--- src/radix_integer_to_ascii_top_assert.svh ---
// Assertion macros shared by the converter modules.
`ifndef RADIX_INTEGER_TO_ASCII_TOP_ASSERT_SVH
`define RADIX_INTEGER_TO_ASCII_TOP_ASSERT_SVH

// Same-cycle implication, checked while out of reset.
`define RIA_ASSERT_NOW(lbl, clk, rst_n, ante, cons) \
    lbl: assert property (@(posedge clk) disable iff (!rst_n) (ante) |-> (cons)) \
        else $error("ria assertion failed");

// Next-cycle implication, checked while out of reset.
`define RIA_ASSERT_NEXT(lbl, clk, rst_n, ante, cons) \
    lbl: assert property (@(posedge clk) disable iff (!rst_n) (ante) |=> (cons)) \
        else $error("ria assertion failed");

`endif

--- src/ria_pkg.sv ---
`default_nettype none

package ria_pkg;

    localparam logic [1:0] BASE_BIN = 2'd0;
    localparam logic [1:0] BASE_OCT = 2'd1;
    localparam logic [1:0] BASE_DEC = 2'd2;
    localparam logic [1:0] BASE_HEX = 2'd3;

    localparam logic [7:0] NO_PREFIX = 8'h20;

    localparam logic [7:0] DIGIT_CHARS [16] = '{
        8'h30, 8'h31, 8'h32, 8'h33, 8'h34, 8'h35, 8'h36, 8'h37,
        8'h38, 8'h39, 8'h61, 8'h62, 8'h63, 8'h64, 8'h65, 8'h66
    };

    typedef enum logic [4:0] {
        S_IDLE = 5'b00001,
        S_CONV = 5'b00010,
        S_PREP = 5'b00100,
        S_SIGN = 5'b01000,
        S_EMIT = 5'b10000
    } t_state;

    typedef struct packed {
        logic load;
        logic shift;
        logic emit_start;
        logic emit_next;
    } t_row_ctrl;

    typedef struct packed {
        logic [3:0] digit;
        logic       last;
    } t_row_stat;

    function automatic logic [4:0] radix_of(input logic [1:0] base);
        logic [4:0] r;
        unique case (base)
            BASE_BIN: r = 5'd2;
            BASE_OCT: r = 5'd8;
            BASE_DEC: r = 5'd10;
            BASE_HEX: r = 5'd16;
            default:  r = 5'd16;
        endcase
        return r;
    endfunction

endpackage

`default_nettype wire

--- src/ria_digit_row.sv ---
`default_nettype none

module ria_digit_row #(
    parameter int NCELL = 32
) (
    input  wire logic              i_clk,
    input  wire logic              i_rst_n,
    input  wire logic [1:0]        i_base,
    input  wire logic              i_bit,
    input  wire ria_pkg::t_row_ctrl i_ctrl,
    output ria_pkg::t_row_stat     o_stat
);
    import ria_pkg::*;

    `include "radix_integer_to_ascii_top_assert.svh"

    logic [3:0]       r_cell [NCELL];
    logic [3:0]       n_cell [NCELL];
    logic [NCELL-1:0] r_top, n_top;
    logic [NCELL-1:0] r_sel, n_sel;
    logic [NCELL-1:0] carry;
    logic [NCELL-1:0] cin;
    logic [4:0]       radix;
    logic [3:0]       half;
    logic             top_hit;
    logic [3:0]       digit;

    assign radix = radix_of(i_base);
    assign half  = radix[4:1];

    // Carry out of a cell depends only on its own value: 2d + c >= radix iff d >= radix/2.
    always_comb begin
        for (int i = 0; i < NCELL; i++) begin
            carry[i] = (r_cell[i] >= half);
        end
    end

    // Cell 0 takes the incoming bit, every other cell the carry of the one below.
    assign cin = {carry[NCELL-2:0], i_bit};

    assign top_hit = |(r_top & carry);

    always_comb begin
        logic [4:0] t;
        for (int i = 0; i < NCELL; i++) begin
            t = {r_cell[i], cin[i]};
            if (i_ctrl.load) begin
                n_cell[i] = 4'd0;
            end else if (i_ctrl.shift) begin
                n_cell[i] = carry[i] ? 4'(t - radix) : t[3:0];
            end else begin
                n_cell[i] = r_cell[i];
            end
        end
    end

    always_comb begin
        n_top = r_top;
        n_sel = r_sel;
        if (i_ctrl.load) begin
            n_top = NCELL'(1);
        end else if (i_ctrl.shift && top_hit) begin
            n_top = r_top << 1;
        end
        if (i_ctrl.emit_start) begin
            n_sel = r_top;
        end else if (i_ctrl.emit_next) begin
            n_sel = r_sel >> 1;
        end
    end

    always_comb begin
        digit = 4'd0;
        for (int i = 0; i < NCELL; i++) begin
            digit = digit | (r_cell[i] & {4{r_sel[i]}});
        end
    end

    assign o_stat.digit = digit;
    assign o_stat.last  = r_sel[0];

    always_ff @(posedge i_clk) begin
        for (int i = 0; i < NCELL; i++) begin
            r_cell[i] <= n_cell[i];
        end
    end

    always_ff @(posedge i_clk) begin
        if (!i_rst_n) begin
            r_top <= NCELL'(1);
            r_sel <= '0;
        end else begin
            r_top <= n_top;
            r_sel <= n_sel;
        end
    end

    `RIA_ASSERT_NOW(a_top_onehot, i_clk, i_rst_n, 1'b1, $onehot(r_top))
    `RIA_ASSERT_NOW(a_sel_live, i_clk, i_rst_n, i_ctrl.emit_next, $onehot(r_sel))
    `RIA_ASSERT_NEXT(a_top_grow, i_clk, i_rst_n,
        i_ctrl.shift && !i_ctrl.load && top_hit, r_top == ($past(r_top) << 1))

endmodule

`default_nettype wire

--- src/ria_out_reg.sv ---
`default_nettype none

module ria_out_reg (
    input  wire logic       i_clk,
    input  wire logic       i_rst_n,
    input  wire logic       i_push,
    input  wire logic [7:0] i_char,
    input  wire logic       i_last,
    output logic            o_can_push,
    output logic            o_valid,
    input  wire logic       i_ready,
    output logic [7:0]      o_char,
    output logic            o_last
);
    logic       r_valid;
    logic [7:0] r_char;
    logic       r_last;

    assign o_can_push = !r_valid || i_ready;
    assign o_valid    = r_valid;
    assign o_char     = r_char;
    assign o_last     = r_last;

    always_ff @(posedge i_clk) begin
        if (!i_rst_n) begin
            r_valid <= 1'b0;
        end else if (o_can_push) begin
            r_valid <= i_push;
        end
    end

    // Hold payload while the receiver stalls.
    always_ff @(posedge i_clk) begin
        if (o_can_push && i_push) begin
            r_char <= i_char;
            r_last <= i_last;
        end
    end

endmodule

`default_nettype wire

--- src/radix_integer_to_ascii_top.sv ---
// Integer to ASCII converter, radix 2, 8, 10 or 16.
// Input channel: i_valid / o_ready carry i_value, i_base_select and i_sign_char.
// Output channel: o_valid / i_ready carry o_char_out and o_last, one character
// per transaction: the prefix (unless it is a space), then the digits, most
// significant first, lower-case hex; o_last marks the final digit.
// One number is converted at a time. After a transaction the value is shifted
// MSB first, one bit per cycle, into a row of VW digit cells, where VW is
// VALUE_WIDTH capped at 32; a setup state (S_PREP) follows, then one character
// per cycle leaves while the receiver keeps i_ready high.
// o_ready rises again the cycle after the last digit enters the output
// register, even if that character is still waiting to be taken.
// A receiver stall holds the output register and pauses the digit stream.
// Reset (i_rst_n low, synchronous) drops any number in progress and any
// pending character.
`default_nettype none

module radix_integer_to_ascii_top #(
    parameter int VALUE_WIDTH = 32
) (
    input  wire logic        i_clk,
    input  wire logic        i_rst_n,
    input  wire logic        i_valid,
    output logic             o_ready,
    input  wire logic [31:0] i_value,
    input  wire logic [1:0]  i_base_select,
    input  wire logic [7:0]  i_sign_char,
    output logic             o_valid,
    input  wire logic        i_ready,
    output logic [7:0]       o_char_out,
    output logic             o_last
);
    import ria_pkg::*;

    `include "radix_integer_to_ascii_top_assert.svh"

    localparam int VW = (VALUE_WIDTH > 32) ? 32 : VALUE_WIDTH;
    localparam int CW = $clog2(VW);

    t_state        r_state, n_state;
    logic [VW-1:0] r_val, n_val;
    logic [CW-1:0] r_cnt, n_cnt;
    logic [1:0]    r_base, n_base;
    logic [7:0]    r_sign, n_sign;

    t_row_ctrl     row_ctrl;
    t_row_stat     row_stat;
    logic          can_push;
    logic          push;
    logic [7:0]    push_char;
    logic          push_last;
    logic          in_accept;

    assign o_ready   = (r_state == S_IDLE);
    assign in_accept = i_valid && o_ready;

    always_comb begin
        n_state   = r_state;
        n_val     = r_val;
        n_cnt     = r_cnt;
        n_base    = r_base;
        n_sign    = r_sign;
        row_ctrl  = '0;
        push      = 1'b0;
        push_char = DIGIT_CHARS[row_stat.digit];
        push_last = row_stat.last;
        unique case (r_state)
            S_IDLE: begin
                if (i_valid) begin
                    n_val         = i_value[VW-1:0];
                    n_cnt         = CW'(VW - 1);
                    n_base        = i_base_select;
                    n_sign        = i_sign_char;
                    row_ctrl.load = 1'b1;
                    n_state       = S_CONV;
                end
            end
            S_CONV: begin
                row_ctrl.shift = 1'b1;
                n_val          = r_val << 1;
                n_cnt          = r_cnt - 1'b1;
                if (r_cnt == '0) begin
                    n_state = S_PREP;
                end
            end
            S_PREP: begin
                row_ctrl.emit_start = 1'b1;
                n_state = (r_sign != NO_PREFIX) ? S_SIGN : S_EMIT;
            end
            S_SIGN: begin
                push      = 1'b1;
                push_char = r_sign;
                push_last = 1'b0;
                if (can_push) begin
                    n_state = S_EMIT;
                end
            end
            S_EMIT: begin
                push = 1'b1;
                if (can_push) begin
                    row_ctrl.emit_next = 1'b1;
                    if (row_stat.last) begin
                        n_state = S_IDLE;
                    end
                end
            end
            default: n_state = S_IDLE;
        endcase
    end

    always_ff @(posedge i_clk) begin
        if (!i_rst_n) begin
            r_state <= S_IDLE;
        end else begin
            r_state <= n_state;
        end
    end

    always_ff @(posedge i_clk) begin
        r_val  <= n_val;
        r_cnt  <= n_cnt;
        r_base <= n_base;
        r_sign <= n_sign;
    end

    ria_digit_row #(
        .NCELL (VW)
    ) u_row (
        .i_clk   (i_clk),
        .i_rst_n (i_rst_n),
        .i_base  (r_base),
        .i_bit   (r_val[VW-1]),
        .i_ctrl  (row_ctrl),
        .o_stat  (row_stat)
    );

    ria_out_reg u_out (
        .i_clk      (i_clk),
        .i_rst_n    (i_rst_n),
        .i_push     (push),
        .i_char     (push_char),
        .i_last     (push_last),
        .o_can_push (can_push),
        .o_valid    (o_valid),
        .i_ready    (i_ready),
        .o_char     (o_char_out),
        .o_last     (o_last)
    );

    `RIA_ASSERT_NEXT(a_accept_conv, i_clk, i_rst_n, in_accept, r_state == S_CONV)
    `RIA_ASSERT_NEXT(a_last_idle, i_clk, i_rst_n,
        r_state == S_EMIT && can_push && row_stat.last, r_state == S_IDLE && o_valid && o_last)
    `RIA_ASSERT_NEXT(a_prep_out, i_clk, i_rst_n,
        r_state == S_PREP, r_state == S_SIGN || r_state == S_EMIT)

endmodule

`default_nettype wire

--- config.mk ---
export PLATFORM = sky130hd
export DESIGN_NAME = radix_integer_to_ascii_top
export DESIGN_NICKNAME = d
export VERILOG_FILES = /design/src/ria_pkg.sv /design/src/ria_digit_row.sv /design/src/ria_out_reg.sv /design/src/radix_integer_to_ascii_top.sv
export VERILOG_INCLUDE_DIRS = /design/src /design/src/src
export SDC_FILE = /design/constraint.sdc
export NUM_CORES = 1
export LEC_CHECK = 0
export BUFFER_PORTS_ARGS = -buffer_cell sky130_fd_sc_hd__buf_2
export CORE_ASPECT_RATIO = 0.7
export CORE_MARGIN = 2
export CORE_UTILIZATION = 60
export CTS_CLUSTER_DIAMETER = 40
export DETAILED_ROUTE_END_ITERATION = 6
export GPL_ROUTABILITY_DRIVEN = 0
export PLACE_DENSITY_LB_ADDON = 0.2
export RECOVER_POWER = 50
export SYNTH_ARGS = -nofsm -noshare
export SYNTH_HDL_FRONTEND = slang
export SYNTH_SLANG_ARGS = --single-unit
export TNS_END_PERCENT = 30
--- constraint.sdc ---
create_clock -name i_clk -period 3.5 [get_ports i_clk]
set_input_delay 0.875 -clock i_clk [delete_from_list [all_inputs] [get_ports i_clk]]
set_output_delay 0.875 -clock i_clk [all_outputs]
set_load 0.02 [all_outputs]
==> results by group <==
Route
  – DRC errors left: 19
  – Drt initial violations: 2024
  – Final ANT Viol Nets: 0
  – Routed WL per cell: 22.73 um
  – DR vias: 13251
  – Drt first pass iters: 7
  – Drt total wl: 46460 um
  – Vias per Instance: 6.483

Logic synthesis
  – Mapped cell area: 14490 um^2
  – Yosys top cell area share: 0.2735
  – Net Count, Synth: 1815
  – Part of the Yosys area used for sequential elements: 0.3896
  – Mean post-synth cell area: 8.863 um^2
  – Cell taking the most area after synthesis: dfxtp_1
  – Commonest cells post-synth: nand2_1, dfxtp_1, o21ai_0
  – Prevailing post-synth register cell: dfxtp_1
  – Synth top area cells: dfxtp_1, edfxtp_1, ha_1
  – Syn Inst Count: 1635
  – Most common cell in the netlist: nand2_1
  – Fraction of registers with async set/reset: 0
  – FF+latch count, synth: 254
  – Synth cell types: 56
  – Yosys warnings: 0
  – Post-synth EDFFs: 56

Clock tree
  – Clock root buffer: clkbuf_16
  – Clock H-tree levels: 2
  – Hold_buf cts: 0
  – Clk_lat worst skew: 530 ps
  – Clock sink count: 254
  – CTS tree: built
  – CTS clk-pin slew, worst paths: 60 ps
  – CTS buffer count: 34
  – CTS max path bufs: 3

STA
  – Final period util: 0.9605
  – Crit path time final: 3362 ps
  – Slew headroom: -0.001384
  – Final setup viols: 0
  – Final WS setup: 138.4 ps
  – TNS Setup: 0 ps
  – Final Skew: 21.23 ps
  – Fin. max-slew vios: 32
  – Fin. Hold Viols: 0
  – RSZ-0062 raised after global routing: no
  – Worst Tran Pin Value: 1502 ps
  – F_max: 297.5 MHz

Critical path
  – Setup crit end: u_row.r_top[20]
  – Req. time, crit path: 3900 ps
  – Worst Setup SP: r_base[1]
  – CP top delay family: simple AND/OR/NAND/NOR gates
  – CP max FO: 13
  – Levels on crit path: 12
  – Crit start category: flip-flop
  – Reg-to-Reg Start: r_base[1]
  – R2r endpoint: u_row.r_top[20]
  – Worst path buffer plus inverter count: 3
  – Worst R2R Setup Slack: 140 ps
  – Worst R2R Path Depth: 12
  – Slowest CP cell: or4_1
  – Crit-path cells: ha_1 -> clkinvlp_4 -> buf_4 -> ha_1 -> a22o_1 -> a221oi_2 -> nand3_1 -> or4_1 -> nor3_2 -> a31oi_4 -> buf_4 -> mux2i_1
  – Highest cell delay on the worst timing path: 580 ps
  – Crit. End Element: flip-flop
  – CP Class: reg -> reg
  – Worst EP arrival: 3760 ps

Global routing
  – Total GRT Usage: 0.3646
  – M2 GR Usage: 0.5136
  – First-pass GRT wire length: 70580 um
  – Largest net degree at the start of global routing: 113
  – Antenna violations before repair: 1
  – GR Util met3: 0.1222
  – Grt peak-use layer: met1
  – Remaining Overflow, GRT: 0
  – Number of global-route vias before repair: 12125
  – Met1 track demand over resource: 0.5189

Placed design
  – HPWL Detailed: 34070 um
  – Setup WS pre-CTS: 107.7 ps
  – Port bufs: 56

Cells and area
  – Fin util: 0.6928
  – Nets@finish: 1881
  – Area growth, synth to finish: 13.31%
  – Share of post-route cells with drive strength above 1: 0.08870

Power and ir drop
  – Leak pwr: 0.007093 uW
  – Power Density: 743.1 nW/um^2
  – Worst vdd ir: 494.1 uV

Min path
  – Worst hold path type: reg -> reg

Floorplan
  – Width of the die: 189.8 um
  – Die area: 25430 um^2
  – Std-Cell Rows: 47
  – Starting density of the core: 0.6115
  – Core area: 23700 um^2
  – Chip Height: 134.0 um
  – I/O pin cnt: 57

Run status
  – Status: finished, violations left
  – Failing checks: DRC, capacitance limit, slew limit

Job
  – Max_cap viols: 1
[layout by cell type, fill, tap and decap left out, types with 11 or more instances in the layout]
cell | Yosys | layout
nor2_1 | 69 | 69
ha_1 | 134 | 134
nand2b_1 | 64 | 64
a21boi_1 | 15 | 13
o211a_1 | 32 | 32
dfxtp_1 | 198 | 198
nand4_1 | 23 | 23
o21ai_0 | 160 | 162
nand3_1 | 111 | 110
xnor2_1 | 31 | 31
a22o_1 | 11 | 11
a211oi_1 | 59 | 59
clkbuf_1 | 57 | 21
a22oi_1 | 56 | 56
inv_1 | 79 | 78
clkbuf_16 | 0 | 39
edfxtp_1 | 56 | 56
a21oi_1 | 14 | 14
buf_2 | 0 | 43
nand2_1 | 249 | 248
mux2i_1 | 93 | 93
buf_4 | 0 | 36
a21boi_0 | 19 | 21
[what timing repair did]
item | CTS | global route
endpoints found under the hold margin | 0 | 0
gates resized for setup | 0 | 8
buffers inserted | 0 | 10
setup endpoints to repair | 0 | 32
[how the worst min path moves through the flow]
| stage | start | endpoint | slack [ps] | cells after the start |
|---|---|---|---|---|
| after global placement | r_val[31] | u_row.r_cell[0][0] | 440 | 2 |
| after global routing | r_val[31] | u_row.r_cell[0][0] | 520 | 2 |
| after detailed placement | r_val[31] | u_row.r_cell[0][0] | 460 | 2 |
| final | r_val[31] | u_row.r_cell[0][0] | 470 | 2 |
| after CTS | r_val[31] | u_row.r_cell[0][0] | 480 | 2 |
| after floorplan | r_val[31] | u_row.r_cell[0][0] | 420 | 2 |
[sequential cells by signal (all words and copies together) (netlist names)]
register	cells
u_row.r_cell	128
u_out.o_valid	1
r_base	2
r_sign	8
r_state	5
r_cnt	5
r_val	32
u_row.r_sel	32
u_out.o_last	1
u_row.r_top	32
u_out.o_char	8
[worst reg2reg max path: cells and delay by family (launching register included)]
family	cells	cell delay [ps]
DFF	1	370
adders and majority gates	2	510
and+or+nand+nor	3	890
muxes	1	150
AOI/OAI and AO/OA	3	560
buffers and inverters	3	760
[area by class of cell]
cell class	count	area [um^2]
sequential	254	5645
multi-input combinational	1229	8300
antenna	1	2.502
clock inverter	10	68.82
clock buffer	50	1079
tap	318	397.9
fill	1851	7279
timing repair buffer	102	618.1
inverter	80	307.8
[through the flow]
step	cell area, um^2	hold WS, ps	cells	power [uW]
2_1_floorplan	14490	417.6	1635	7221
3_3_place_gp	15240	442.0	1973	8384
3_5_place_dp	15240	462.1	1973	8526
4_1_cts	16380	477.4	2033	12050
5_1_grt	16420	520.9	2043	12890
6_report	16420	469.6	2044	12200
[where the power goes]
part / leakage [uW] / internal [uW] / total (uW) / switching (uW)
combinational: 0.00440 / 1800 / 4390 / 2590
clock: 0.000561 / 2140 / 3500 / 1350
sequential: 0.00213 / 3580 / 4310 / 735
[kinds of logic (layout without fill, tap and decap cells)]
logic type | count (synthesis) | in the layout | share of synthesized area
AND/OR/NAND/NOR | 557 | 557 | 0.1775
AO/OA/AOI/OAI | 409 | 409 | 0.1899
flip-flops | 254 | 254 | 0.3896
buffers and inverters | 152 | 242 | 0.04092
adder cells (fa/ha/maj) | 134 | 134 | 0.1157
multiplexers | 95 | 95 | 0.06579
XOR/XNOR | 34 | 34 | 0.02055
other | 0 | 1 | 0
[per-layer routing]
metal | vias to the layer above | routed length [um]
li1 | 6089 | -
met1 | 6185 | 19410
met2 | 795 | 18520
met3 | 182 | 6607
met4 | 0 | 1920
met5 | - | 0
(Power assumes the default switching activity.)
